[src/rtl/mtwd_pkg.sv]
// ----------------------------------------------------------------------------
// mtwd_pkg
// Types, codes and helpers for the multi-channel watchdog core.
// ----------------------------------------------------------------------------
package mtwd_pkg;

  localparam int unsigned MaxTasks = 16;
  localparam int unsigned IdxW     = $clog2(MaxTasks);
  localparam int unsigned CntW     = IdxW + 1;

  localparam int unsigned InDataW  = 104;
  localparam int unsigned InUserW  = 6;
  localparam int unsigned OutDataW = 112;

  typedef enum logic [2:0] {
    REQ_REGISTER = 3'd0,
    REQ_ENABLE   = 3'd1,
    REQ_KICK     = 3'd2,
    REQ_CHECK    = 3'd3,
    REQ_CLEAR    = 3'd4,
    REQ_QUERY    = 3'd5
  } req_e;

  typedef enum logic [2:0] {
    QRY_STATE   = 3'd0,
    QRY_REMAIN  = 3'd1,
    QRY_CHECKS  = 3'd2,
    QRY_TRANS   = 3'd3,
    QRY_RESETS  = 3'd4,
    QRY_COUNT   = 3'd5,
    QRY_TRIGGER = 3'd6
  } qry_e;

  typedef enum logic [2:0] {
    E_OK        = 3'd0,
    E_INVALID   = 3'd1,
    E_FULL      = 3'd2,
    E_NOT_FOUND = 3'd3,
    E_DISABLED  = 3'd4,
    E_LATCHED   = 3'd5,
    E_STATE     = 3'd6
  } status_e;

  typedef enum logic [1:0] {
    ST_OK       = 2'd0,
    ST_LATE     = 2'd1,
    ST_STARVED  = 2'd2,
    ST_DISABLED = 2'd3
  } chan_state_e;

  typedef enum logic [2:0] {
    S_IDLE,
    S_EXEC,
    S_WALK,
    S_DIV,
    S_UPD,
    S_EVT,
    S_RPL
  } fsm_e;

  typedef struct packed {
    logic        rn;
    logic [31:0] mi;
    logic [31:0] el;
    logic [1:0]  prev;
    logic [1:0]  nxt;
    logic [3:0]  chan;
  } event_t;

  function automatic logic [31:0] sat_inc(input logic [31:0] v);
    sat_inc = (v == 32'hFFFF_FFFF) ? v : v + 32'd1;
  endfunction

endpackage

[src/rtl/multi_task_watchdog_core.sv]
// ----------------------------------------------------------------------------
// multi_task_watchdog_core
// Supervises up to 16 channels; a check walks them with one serial divider.
// ----------------------------------------------------------------------------
// Channel   Direction  Beat contents
// s_axis    in         request: tuser = type, query select; tdata = arguments
// m_axis    out        events, then one reply with tlast set
// cfg       in         reset_handler_present bit
//
// A plain request passes capture, execute and reply states. A check skips each
// idle channel and runs each overdue one through the restoring divider, the
// bottleneck, and an update.
// Events are buffered and sent after the walk. Reset clears counters and
// the latch; tables are written on registration. Output stalls hold the core.
// ----------------------------------------------------------------------------
module multi_task_watchdog_core
  import mtwd_pkg::*;
(
  input  logic                clk_i,
  input  logic                rst_ni,
  input  logic                s_axis_tvalid,
  output logic                s_axis_tready,
  // chan_sel[3:0] now_ms[35:4] period_ms[67:36] miss_limit[99:68]
  // auto_rst[100] enable_flag[101]
  input  logic [InDataW-1:0]  s_axis_tdata,
  // req_type[2:0] query_select[5:3]
  input  logic [InUserW-1:0]  s_axis_tuser,
  output logic                m_axis_tvalid,
  input  logic                m_axis_tready,
  // status[2:0] chan_index[6:3] chan_state[8:7] from_state[10:9]
  // elapsed_time[42:11] misses[74:43] value[106:75] reset_now[107]
  // reset_latched[108] all_ok[109]
  output logic [OutDataW-1:0] m_axis_tdata,
  // kind[0]
  output logic                m_axis_tuser,
  output logic                m_axis_tlast,
  input  logic                cfg_valid_i,
  output logic                cfg_ready_o,
  input  logic                cfg_data_i
);

  fsm_e state_q, state_d;

  // captured request
  logic [2:0]  req_q, qs_q;
  logic [3:0]  ti_q;
  logic [31:0] now_q, dl_q, mm_q;
  logic        ar_q, en_q;

  // channel tables
  logic [31:0] dl_tab [MaxTasks];
  logic [31:0] lim_tab [MaxTasks];
  logic [31:0] kick_tab [MaxTasks];
  logic [31:0] miss_tab [MaxTasks];
  logic [1:0]  st_tab [MaxTasks];
  logic        en_tab [MaxTasks];
  logic        ar_tab [MaxTasks];

  logic [CntW-1:0] cnt_q, idx_q, ovd_q, evn_q, evr_q;
  logic            latch_q, rhp_q;
  logic [3:0]      trig_q;
  logic [31:0]     chk_q, trn_q, rst_q;
  logic [4:0]      bit_q;

  logic [31:0] rem_q, quo_q, el_q;
  event_t      ev_q [MaxTasks];

  logic [2:0]  rep_status_q;
  logic [3:0]  rep_ch_q;
  logic [1:0]  rep_cst_q;
  logic [31:0] rep_val_q;

  logic [IdxW-1:0] wi, ti;
  logic [31:0]     el_w, mis_w;
  logic [32:0]     div_t;
  logic [1:0]      prev_w, nxt_w;
  logic            walk_end, skip_w, rn_w, known, all_ok, recovered;

  assign wi    = idx_q[IdxW-1:0];
  assign ti    = ti_q[IdxW-1:0];
  assign known = {1'b0, ti_q} < cnt_q;

  always_comb begin
    el_w     = now_q - kick_tab[wi];
    walk_end = idx_q >= cnt_q;
    skip_w   = !en_tab[wi] || (el_w < dl_tab[wi]);
    div_t    = {rem_q, quo_q[31]};
    mis_w    = (quo_q > miss_tab[wi]) ? quo_q : miss_tab[wi];
    prev_w   = st_tab[wi];
    if (((lim_tab[wi] != 32'd0) && (mis_w >= lim_tab[wi])) || (prev_w == ST_STARVED)) begin
      nxt_w = ST_STARVED;
    end else begin
      nxt_w = ST_LATE;
    end
    rn_w = (nxt_w != prev_w) && (nxt_w == ST_STARVED) && ar_tab[wi];
  end

  always_comb begin
    all_ok    = 1'b1;
    recovered = 1'b1;
    for (int i = 0; i < MaxTasks; i++) begin
      if (CntW'(i) < cnt_q) begin
        if (en_tab[i] && st_tab[i] != ST_OK) all_ok = 1'b0;
        if (ar_tab[i] && (st_tab[i] == ST_LATE || st_tab[i] == ST_STARVED)) recovered = 1'b0;
      end
    end
  end

  // sequencer
  always_comb begin
    state_d = state_q;
    unique case (state_q)
      S_IDLE: if (s_axis_tvalid) state_d = S_EXEC;
      S_EXEC: begin
        if (req_q == REQ_CHECK && !latch_q) state_d = S_WALK;
        else state_d = S_RPL;
      end
      S_WALK: begin
        if (walk_end) state_d = S_EVT;
        else if (!skip_w) state_d = S_DIV;
      end
      S_DIV: if (bit_q == 5'd31) state_d = S_UPD;
      S_UPD: state_d = rn_w ? S_EVT : S_WALK;
      S_EVT: if (evr_q == evn_q) state_d = S_RPL;
      S_RPL: if (m_axis_tready) state_d = S_IDLE;
      default: state_d = S_IDLE;
    endcase
  end

  assign s_axis_tready = (state_q == S_IDLE);
  assign cfg_ready_o   = 1'b1;

  // control state
  always_ff @(posedge clk_i or negedge rst_ni) begin
    if (!rst_ni) begin
      state_q <= S_IDLE;
      cnt_q   <= '0;
      latch_q <= 1'b0;
      trig_q  <= '0;
      chk_q   <= '0;
      trn_q   <= '0;
      rst_q   <= '0;
      rhp_q   <= 1'b1;
      idx_q   <= '0;
      ovd_q   <= '0;
      evn_q   <= '0;
      evr_q   <= '0;
      bit_q   <= '0;
    end else begin
      state_q <= state_d;
      if (cfg_valid_i) rhp_q <= cfg_data_i;
      case (state_q)
        S_EXEC: begin
          idx_q <= '0;
          ovd_q <= '0;
          evn_q <= '0;
          evr_q <= '0;
          if (req_q == REQ_REGISTER && dl_q != 32'd0 && !(ar_q && (mm_q == 32'd0 || !rhp_q))
              && cnt_q < CntW'(MaxTasks)) begin
            cnt_q <= cnt_q + 1'b1;
          end
          if (req_q == REQ_CLEAR && latch_q && recovered) begin
            latch_q <= 1'b0;
            trig_q  <= '0;
          end
        end
        S_WALK: begin
          bit_q <= '0;
          if (walk_end) begin
            chk_q <= sat_inc(chk_q);
          end else if (skip_w) begin
            idx_q <= idx_q + 1'b1;
          end else begin
            ovd_q <= ovd_q + 1'b1;
          end
        end
        S_DIV: bit_q <= bit_q + 1'b1;
        S_UPD: begin
          idx_q <= idx_q + 1'b1;
          if (nxt_w != prev_w) begin
            evn_q <= evn_q + 1'b1;
            trn_q <= sat_inc(trn_q);
          end
          if (rn_w) begin
            latch_q <= 1'b1;
            trig_q  <= 4'(wi);
            rst_q   <= sat_inc(rst_q);
            chk_q   <= sat_inc(chk_q);
          end
        end
        S_EVT: if (evr_q != evn_q && m_axis_tready) evr_q <= evr_q + 1'b1;
        default: ;
      endcase
    end
  end

  // datapath and tables
  always_ff @(posedge clk_i) begin
    case (state_q)
      S_IDLE: begin
        if (s_axis_tvalid) begin
          req_q <= s_axis_tuser[2:0];
          qs_q  <= s_axis_tuser[5:3];
          ti_q  <= s_axis_tdata[3:0];
          now_q <= s_axis_tdata[35:4];
          dl_q  <= s_axis_tdata[67:36];
          mm_q  <= s_axis_tdata[99:68];
          ar_q  <= s_axis_tdata[100];
          en_q  <= s_axis_tdata[101];
        end
      end
      S_EXEC: begin
        rep_status_q <= E_OK;
        rep_ch_q     <= '0;
        rep_cst_q    <= '0;
        rep_val_q    <= '0;
        unique case (req_q)
          REQ_REGISTER: begin
            if (dl_q == 32'd0 || (ar_q && (mm_q == 32'd0 || !rhp_q))) begin
              rep_status_q <= E_INVALID;
            end else if (cnt_q >= CntW'(MaxTasks)) begin
              rep_status_q <= E_FULL;
            end else begin
              dl_tab[cnt_q[IdxW-1:0]]   <= dl_q;
              lim_tab[cnt_q[IdxW-1:0]]  <= mm_q;
              ar_tab[cnt_q[IdxW-1:0]]   <= ar_q;
              kick_tab[cnt_q[IdxW-1:0]] <= now_q;
              miss_tab[cnt_q[IdxW-1:0]] <= '0;
              st_tab[cnt_q[IdxW-1:0]]   <= ST_OK;
              en_tab[cnt_q[IdxW-1:0]]   <= 1'b1;
              rep_ch_q                  <= 4'(cnt_q[IdxW-1:0]);
            end
          end
          REQ_ENABLE: begin
            rep_ch_q <= ti_q;
            if (!known) begin
              rep_status_q <= E_NOT_FOUND;
            end else if (!en_q) begin
              en_tab[ti] <= 1'b0;
              st_tab[ti] <= ST_DISABLED;
            end else if (!en_tab[ti]) begin
              kick_tab[ti] <= now_q;
              miss_tab[ti] <= '0;
              st_tab[ti]   <= ST_OK;
              en_tab[ti]   <= 1'b1;
            end
          end
          REQ_KICK: begin
            rep_ch_q <= ti_q;
            if (latch_q) rep_status_q <= E_LATCHED;
            else if (!known) rep_status_q <= E_NOT_FOUND;
            else if (!en_tab[ti]) rep_status_q <= E_DISABLED;
            else begin
              kick_tab[ti] <= now_q;
              miss_tab[ti] <= '0;
              st_tab[ti]   <= ST_OK;
            end
          end
          REQ_CHECK: if (latch_q) rep_status_q <= E_LATCHED;
          REQ_CLEAR: if (latch_q && !recovered) rep_status_q <= E_STATE;
          REQ_QUERY: begin
            case (qs_q) inside
              QRY_STATE, QRY_REMAIN: begin
                rep_ch_q <= ti_q;
                if (!known) rep_status_q <= E_NOT_FOUND;
                else if (qs_q == QRY_STATE) rep_cst_q <= st_tab[ti];
                else if (!en_tab[ti]) rep_status_q <= E_DISABLED;
                else if ((now_q - kick_tab[ti]) < dl_tab[ti]) begin
                  rep_val_q <= dl_tab[ti] - (now_q - kick_tab[ti]);
                end
              end
              QRY_CHECKS: rep_val_q <= chk_q;
              QRY_TRANS:  rep_val_q <= trn_q;
              QRY_RESETS: rep_val_q <= rst_q;
              QRY_COUNT:  rep_val_q <= 32'(cnt_q);
              QRY_TRIGGER: begin
                if (!latch_q) rep_status_q <= E_STATE;
                else begin
                  rep_ch_q  <= trig_q;
                  rep_val_q <= 32'(trig_q);
                end
              end
              default: rep_status_q <= E_INVALID;
            endcase
          end
          default: rep_status_q <= E_INVALID;
        endcase
      end
      S_WALK: begin
        rem_q <= '0;
        quo_q <= el_w;
        el_q  <= el_w;
        if (walk_end) rep_val_q <= 32'(ovd_q);
      end
      S_DIV: begin
        if (div_t >= {1'b0, dl_tab[wi]}) begin
          rem_q <= 32'(div_t - {1'b0, dl_tab[wi]});
          quo_q <= {quo_q[30:0], 1'b1};
        end else begin
          rem_q <= div_t[31:0];
          quo_q <= {quo_q[30:0], 1'b0};
        end
      end
      S_UPD: begin
        miss_tab[wi] <= mis_w;
        st_tab[wi]   <= nxt_w;
        if (nxt_w != prev_w) begin
          ev_q[evn_q[IdxW-1:0]] <= '{rn: rn_w, mi: mis_w, el: el_q, prev: prev_w,
                                     nxt: nxt_w, chan: 4'(wi)};
        end
        if (rn_w) rep_val_q <= 32'(ovd_q);
      end
      default: ;
    endcase
  end

  // output beat
  event_t ev_w;
  assign ev_w = ev_q[evr_q[IdxW-1:0]];

  always_comb begin
    m_axis_tvalid = 1'b0;
    m_axis_tuser  = 1'b0;
    m_axis_tlast  = 1'b0;
    m_axis_tdata  = '0;
    m_axis_tdata[108] = latch_q;
    if (state_q == S_EVT && evr_q != evn_q) begin
      m_axis_tvalid       = 1'b1;
      m_axis_tuser        = 1'b1;
      m_axis_tdata[6:3]   = ev_w.chan;
      m_axis_tdata[8:7]   = ev_w.nxt;
      m_axis_tdata[10:9]  = ev_w.prev;
      m_axis_tdata[42:11] = ev_w.el;
      m_axis_tdata[74:43] = ev_w.mi;
      m_axis_tdata[107]   = ev_w.rn;
    end else if (state_q == S_RPL) begin
      m_axis_tvalid        = 1'b1;
      m_axis_tlast         = 1'b1;
      m_axis_tdata[2:0]    = rep_status_q;
      m_axis_tdata[6:3]    = rep_ch_q;
      m_axis_tdata[8:7]    = rep_cst_q;
      m_axis_tdata[106:75] = rep_val_q;
      m_axis_tdata[109]    = all_ok;
    end
  end

  a_no_overlap: assert property (@(posedge clk_i) disable iff (!rst_ni)
    m_axis_tvalid |-> !s_axis_tready) else $error("beat out while taking request");
  a_ev_order: assert property (@(posedge clk_i) disable iff (!rst_ni)
    evr_q <= evn_q && evn_q <= CntW'(MaxTasks)) else $error("event buffer count");
  a_cnt_range: assert property (@(posedge clk_i) disable iff (!rst_ni)
    cnt_q <= CntW'(MaxTasks)) else $error("channel count overflow");
  a_latch_count: assert property (@(posedge clk_i) disable iff (!rst_ni)
    $rose(latch_q) |-> (rst_q != $past(rst_q)) || ($past(rst_q) == 32'hFFFF_FFFF))
    else $error("reset latched without count");

endmodule
[config.mk]
export PLATFORM = sky130hd
export DESIGN_NAME = multi_task_watchdog_core
export DESIGN_NICKNAME = d
export VERILOG_FILES = /design/src/rtl/mtwd_pkg.sv /design/src/rtl/multi_task_watchdog_core.sv
export SDC_FILE = /design/constraint.sdc
export NUM_CORES = 2
export LEC_CHECK = 0
export BUFFER_PORTS_ARGS = -buffer_cell sky130_fd_sc_hd__buf_2
export CAP_MARGIN = 15
export CORE_MARGIN = 1.5
export CORE_UTILIZATION = 25
export CTS_BUF_LIST = sky130_fd_sc_hd__clkbuf_16
export CTS_CLUSTER_SIZE = 20
export DETAILED_ROUTE_END_ITERATION = 16
export GPL_ROUTABILITY_DRIVEN = 0
export SETUP_SLACK_MARGIN = 0.4
export SLEW_MARGIN = 40
export SYNTH_ARGS = -nofsm -noshare
export SYNTH_HDL_FRONTEND = slang
export SYNTH_SLANG_ARGS = --single-unit
[constraint.sdc]
create_clock -name clk_i -period 18.6 [get_ports clk_i]
set_input_delay 3.72 -clock clk_i [delete_from_list [all_inputs] [get_ports clk_i]]
set_output_delay 3.72 -clock clk_i [all_outputs]
set_load 0.02 [all_outputs]
-- Yosys cells after proc, flatten, opt, wreduce, memory -nomap -nowiden
Memories as Yosys holds them, arrays and structs flattened. A register that Yosys moved wholly into a read port is not among the register bits.
Index checks and enable logic that the tools add are counted.
W data, S select, Z words.
- bits in latches: 0
- memories: 8
- bits in registers: 378
- word-level logic and storage cells: 481
- memory bits (read-only): 0
- output and inout bits: 117
- RAM bits: 3280
- add/subtract/negate cells: 13
- shift operators: 0
- order comparisons: 25
- reduce and logical (&&, ||, !) cells: 121
- bitwise logic cells: 7
- equality and inequality tests: 71
- multiply operators: 0
- divide/modulo/power cells: 0
- multiplexer cells: 209
- memory list (name ; words ; width ; rd ports ; clocked after Yosys merged registers in ; write ports ; RTL line ; text):
    ev_q ; 16 ; 73 ; 1 ; 0 ; 1 ; multi_task_watchdog_core.sv:66 ; event_t ev_q [MaxTasks];
    dl_tab ; 16 ; 32 ; 2 ; 1 ; 1 ; multi_task_watchdog_core.sv:51 ; logic [31:0] dl_tab [MaxTasks];
    kick_tab ; 16 ; 32 ; 2 ; 1 ; 1 ; multi_task_watchdog_core.sv:53 ; logic [31:0] kick_tab [MaxTasks];
    lim_tab ; 16 ; 32 ; 1 ; 0 ; 1 ; multi_task_watchdog_core.sv:52 ; logic [31:0] lim_tab [MaxTasks];
    miss_tab ; 16 ; 32 ; 1 ; 0 ; 1 ; multi_task_watchdog_core.sv:54 ; logic [31:0] miss_tab [MaxTasks];
    st_tab ; 16 ; 2 ; 18 ; 1 ; 1 ; multi_task_watchdog_core.sv:55 ; logic [1:0] st_tab [MaxTasks];
    +2 memories ; -- ; -- ; -- ; -- ; -- ; -- ;
- operators by type and width (operator ; count):
    $mux W32 ; 23
    $pmux W32 S2 ; 3
    $sub A32 B32 Y32 ; 4
    $mux W1 ; 109
    $add A32 B1 Y32 const B ; 3
    $eq A32 B32 Y1 const B ; 3
    $pmux W32 S3 ; 1
    $reduce_or A32 Y1 ; 3
    $mux W4 ; 22
    $mux W3 ; 23
    $mux W66 ; 1
    $logic_not A32 Y1 ; 2
    $lt A32 B32 Y1 ; 2
    $reduce_bool A32 Y1 ; 2
    $logic_and A1 B1 Y1 ; 45
    $reduce_bool A2 Y1 ; 21
    $lt A4 B5 Y1 const A ; 8
    $pmux W5 S2 ; 4
    $eq A2 B2 Y1 const B ; 18
    $mux W5 ; 7
    $ge A33 B32 Y1 ; 1
    $eq A2 B1 Y1 const B ; 16
    $ge A32 B32 Y1 ; 1
    $gt A32 B32 Y1 ; 1
    other kinds (38) ; 123

-- Logic depth before layout (Yosys ltp)
An unclocked memory read counts as a cell.
- depth after elaboration: 40
- gate-level depth with buffers: 36
- gate-level depth less buffers: 26

-- Worst setup path after synthesis
Ideal clock, no wire load.
- path kind: register to register
- start point: register idx_q[0]
- end point: memory ev_q[3][0] (netlist bit), enable pin
- stages on the path, launching flop included: 33
- path slack: 5.677 ns
- setup time: 0.594 ns
- arrival time: 12.330 ns
- data required time: 18.006 ns
- clock period less this slack: 12.923 ns
- cell sequence: dfrtp_1 buf_6 buf_12 buf_6 buf_6 buf_4 buf_4 buf_1 mux4_2 mux4_2 inv_1 ha_1 nor2b_1 o21a_1 o21a_1 o21a_1 o21ai_0 a211oi_1 o31a_1 o31ai_1 clkbuf_1 mux2_2 ha_1 a21o_1 a21o_1 a21oi_1 a211o_1 a31oi_1 o211ai_1 o21ai_1 buf_2 nand2_1 nor3_1
- longest elaborated chain between the ends: 11
- elaborated cells on any way between the ends: 15
- classes of those cells: order compare (2); eq/ne (2); mux (5); reduce/logical (3); memory (3)
- ends and longest elaborated chain (element ; RTL line ; text):
    from (decl) ; multi_task_watchdog_core.sv:59 ; logic [CntW-1:0] cnt_q, idx_q, ovd_q, evn_q, evr_q;
    from (signal assigned) ; multi_task_watchdog_core.sv:172 ; idx_q <= idx_q + 1'b1;
    from (signal assigned) ; multi_task_watchdog_core.sv:179 ; idx_q <= idx_q + 1'b1;
    $mem_v2 Z16 W32 * ; -- ;
    $gt A32 B32 Y1 ; multi_task_watchdog_core.sv:88 ; mis_w = (quo_q > miss_tab[wi]) ? quo_q : miss_tab[wi];
    $mux W32 * ; multi_task_watchdog_core.sv:88 ;
    net mis_w[13] ; multi_task_watchdog_core.sv:74 ; logic [31:0] el_w, mis_w;
    $ge A32 B32 Y1 * ; multi_task_watchdog_core.sv:90 ; if (((lim_tab[wi] != 32'd0) && (mis_w >= lim_tab[wi])) || (prev_w == ST_STARVED)) begin
    $logic_and A1 B1 Y1 * ; multi_task_watchdog_core.sv:90 ;
    $logic_or A1 B1 Y1 * ; multi_task_watchdog_core.sv:90 ;
    $mux W2 * ; multi_task_watchdog_core.sv:90 ;
    $ne A2 B2 Y1 * ; multi_task_watchdog_core.sv:307 ; if (nxt_w != prev_w) begin
    $mux W1 * ; multi_task_watchdog_core.sv:307 ;
    $mux W1 * ; multi_task_watchdog_core.sv:199 ; case (state_q)
    $mux W1 (implied by the code) * ; multi_task_watchdog_core.sv:308 ; ev_q[evn_q[IdxW-1:0]] <= '{rn: rn_w, mi: mis_w, el: el_q, prev: prev_w,
    to (decl) ; multi_task_watchdog_core.sv:66 ;
The timed path passes the listed nets; every way through them passes the cells marked *.

-- Worst setup path in the final report
- start point: register idx_q[0]
- end point: memory ev_q[3][53] (netlist bit), enable pin
The elaborated chain is that of the path after synthesis.

==> results.md <==
- The maximum level of the CTS H-tree is 5.
- The count of hold-fix buffers inserted at cts is 0.
- In this run the clock root is driven by a sky130_fd_sc_hd__clkbuf_16.
- The wire length per cell after detailed routing is 26.7 µm.
- Entering global routing, the biggest net connects 108 pins.
- The run finished with clean final reports.
- The number of routed nets with antenna violations is 0.
- The highest attainable clock frequency is 0.0871 GHz.
- The number of storage elements in the synthesis netlist is 3664.
- The Yosys step of the flow raised 0 warnings.
- Fill cells in the final layout number 62200.
- The share of the synthesized area in compound gates (AO/OA/AOI/OAI) is 0.0284.
- After layout, the worst setup slack is 7110 ps.
- The via total after detailed routing is 84500.
- Global routing finished with a remaining overflow of 0.
- The first routing iteration left 10100 violations.
- The smallest clock period supported by the final layout is computed as 11490 ps.
- The post-CTS resize count is 0.
- The number of slew-limit violations in the final report is 0.
- The worst setup path is captured at a register.
- The most instantiated library cell after synthesis is sky130_fd_sc_hd__edfxtp_1.
- The average cell area after synthesis is 19.5 µm².
- Before CTS, the worst setup slack after placement is 7010 ps.
- Counting along the longest clock path gives a buffer depth of 4.
- The slew at the pin with the worst max-slew slack is 1040 ps.
- Of all flip-flops after synthesis, the portion carrying an async set or reset was 0.0368.
- The overall die height is 801 µm.
- The floorplan has 293 rows.
- sky130_fd_sc_hd__edfxtp_1 takes more of the synthesized area than any other cell.
- The utilization of the core after routing is 0.291.
- The first TritonRoute pass finished after 9 iterations.
- In this run the count of I/O pins placed on the die edge is 233.
- The worst voltage drop across the vdd grid is 0.000180 V.
- The synthesized area is 159000 µm².
- The share of synthesized area in the top cell type comes to 0.664.
- The total CTS buffers is 387.
- The data arrival time of the worst path is 12070 ps.
- The aggregate global-route resource usage is 0.139.
- The endpoint of the most critical register-to-register path is ev_q[3][53].
- The critical path's most frequent cell is sky130_fd_sc_hd__buf_4.
- Across the run, the number of max-cap violations was 0.
- The synthesized-area fraction occupied by and/or/nand/nor cells is 0.0381.
- Of the cells placed in the final design, the portion with a size suffix greater than 1 is 0.290.
- The static leakage is 0.0593 µW.
- The setup slack of the worst register-to-register path is 7110 ps.
- Of the available clock period, the critical path in the final layout requires 0.618.
- The die span in x is 801 µm.
- For this configuration, the core starts out at a cell density of 0.251.
- The class of the tightest hold or removal check is reg2reg.
- The maximum fanout along the worst path is 56.
- The floorplan step defined a die boundary enclosing 642000 µm².
- In this run the critical register-to-register path is launched from idx_q[0].
- The clock latency reported for the late side of the worst-skew pair is 1000 ps.
- The share of synthesized cell area in full adder, half adder and majority cells is 0.0211.
- CTS saw 3664 sinks.
- Synthesis handed over a netlist of 8180 instances.
- The layout overhead on the synthesized area is 16.2%.
- The timing startpoint of the critical path is idx_q[0].
- Detailed placement finished with a half-perimeter wire length of 282000 µm.
- The most used flip-flop cell after synthesis is sky130_fd_sc_hd__edfxtp_1.
- After detailed routing, the number of remaining DRC violations is 0.
- The setup path with the least slack is of type reg2reg.
- The worst-case reg-to-reg path depth is 30.
- The total chip power is 31200 µW.
- The total routed wirelength is 464000 µm.
- The slowest cell on the critical path is sky130_fd_sc_hd__dfrtp_4.
- In the post-synthesis netlist, the biggest area contributors are sky130_fd_sc_hd__edfxtp_1 (66%), sky130_fd_sc_hd__mux4_2 (19%), sky130_fd_sc_hd__dfrtp_1 (2.1%), sky130_fd_sc_hd__ha_1 (2.0%), sky130_fd_sc_hd__nor2_1 (0.76%).
- After routing, the total negative slack on setup checks comes to 0 ps.
- The initial antenna violation count is 90.
- The share of the Yosys chip area taken by registers is 0.686.
- Measured against the total synthesized area, the mux share comes to 0.197.
- The worst slew margin relative to its limit is 0.305.
- STA puts the critical path data required time at 19190 ps.
- After synthesis, the largest family of logic cells by area is multiplexers.
- Clock-pin slew was measured on the worst setup and hold paths at 60 ps.
- The type of origin of the critical path is a register.
- The core region is 636000 µm².
- The worst clock skew on the final layout is 85.9 ps.
- The first-pass GRT wire length is 650000 µm.
- Setup violations remaining at the end of the flow were counted as 0.
- The areal power density over the cells is 168 nW/µm².
- The final-stage net count is 8999.
- Once the clock tree was built, the setup fixing pass inserted 0 buffers.
- Setup repair after global routing left no endpoint under its margin.
- TritonCTS built the clock tree.
- Of the total synthesized cell area, the portion taken by XOR and XNOR cells is 0.0116.
- Using the TritonRoute via totals, the vias-per-cell ratio works out to 4.87.
- The final hold violation count came to 0.
- The number of global-route vias before repair is 84300.
- For this run, the slowest stage of the critical path takes 870 ps.
- The termination of the worst setup path is ev_q[3][53].
- The number of input and output port buffers inserted is 227.
- The count of cells in the finished layout, fillers not included, comes to 17400.
- The startpoint of the tightest hold check path is trn_q[16].
- The distinct cell type count after synthesis is 92.
- By count the netlist is led by sky130_fd_sc_hd__edfxtp_1 (3525), sky130_fd_sc_hd__mux4_2 (1335), sky130_fd_sc_hd__nor2_1 (321).
- In this run, placement finished with an instance count of 16600.
- The synthesized design contains 3525 enable-type register cells.
-- per-layer routing --
metal	vias up	GRT usage	wire (µm)
met2	3494	0.218	213000
li1	34900	-	-
met3	727	0.0294	38700
met1	45300	0.193	195000
met4	42	0.0457	16300
met5	-	0	287
-- cell usage in the layout, fill, tap and decap left out, drive strengths merged, types with 80 or more instances in the layout --
master,instances
edfxtp,3525
mux4,1340
buf,468
clkbuf,393
inv,332
nor2,321
nand2,274
ha,261
a21oi,183
clkinv,181
o21ai,144
dfrtp,134
xor2,106
xnor2,105
nor2b,102
nand3,85
nor3,83
and3,80
-- how the worst min path moves through the flow --
stage / endpoint / slack [ps] / cells after the start
floorplan: trn_q[16] / 450 / 1
global placement: trn_q[16] / 470 / 1
detailed placement: chk_q[23] / 480 / 1
CTS: trn_q[16] / 490 / 1
global route: trn_q[30] / 510 / 1
finish: trn_q[16] / 490 / 1
-- kinds of logic after synthesis --
| logic type | count (synthesis) |
|---|---|
| muxes | 1450 |
| and+or+nand+nor | 1226 |
| DFF | 3664 |
| buffers and inverters | 673 |
| other | 2 |
| AOI/OAI and AO/OA | 687 |
| xor gates and xnor gates | 211 |
| adders and majority gates | 267 |
-- per-stage QoR --
stage	hold slack (ps)	area, µm²
after floorplan	450	159000
after global placement	475	172000
after detailed placement	477	172000
after CTS	487	185000
after global routing	507	185000
final	485	185000
-- flip-flops by register name, summed over array words and instances (netlist names), 512 cells and up, named ones only --
signal,cells
dl_tab,512
ev_q,1168
kick_tab,512
lim_tab,512
miss_tab,512
-- critical path: cells and delay by family (launching register included) --
| kind | cells | cell delay (ps) |
|---|---|---|
| flip-flops | 1 | 870 |
| AO/OA/AOI/OAI | 11 | 2730 |
| buffers and inverters | 8 | 3460 |
| adder cells (fa/ha/maj) | 2 | 630 |
| multiplexers | 3 | 1740 |
| AND/OR/NAND/NOR | 6 | 1340 |
-- report_power, final --
part,leakage [µW],switching [µW],internal (µW)
registers,0.0338,623,10700
clock network,0.00640,3280,4400
logic,0.0191,7520,4640
-- final cells by class --
| cell class | count | area (µm²) | share of cell area |
|---|---|---|---|
| repair buffers | 469 | 3470 | 0.0188 |
| diodes | 29 | 72.6 | 0.000392 |
| well taps | 8407 | 10500 | 0.0568 |
| flip-flops and latches | 3664 | 109000 | 0.591 |
| clock inverters | 314 | 2760 | 0.0149 |
| inverters | 252 | 953 | 0.00515 |
| clock buffers | 392 | 9810 | 0.0530 |
| multi-input cells | 3844 | 48100 | 0.260 |
Power figures use the tool's default switching activity.
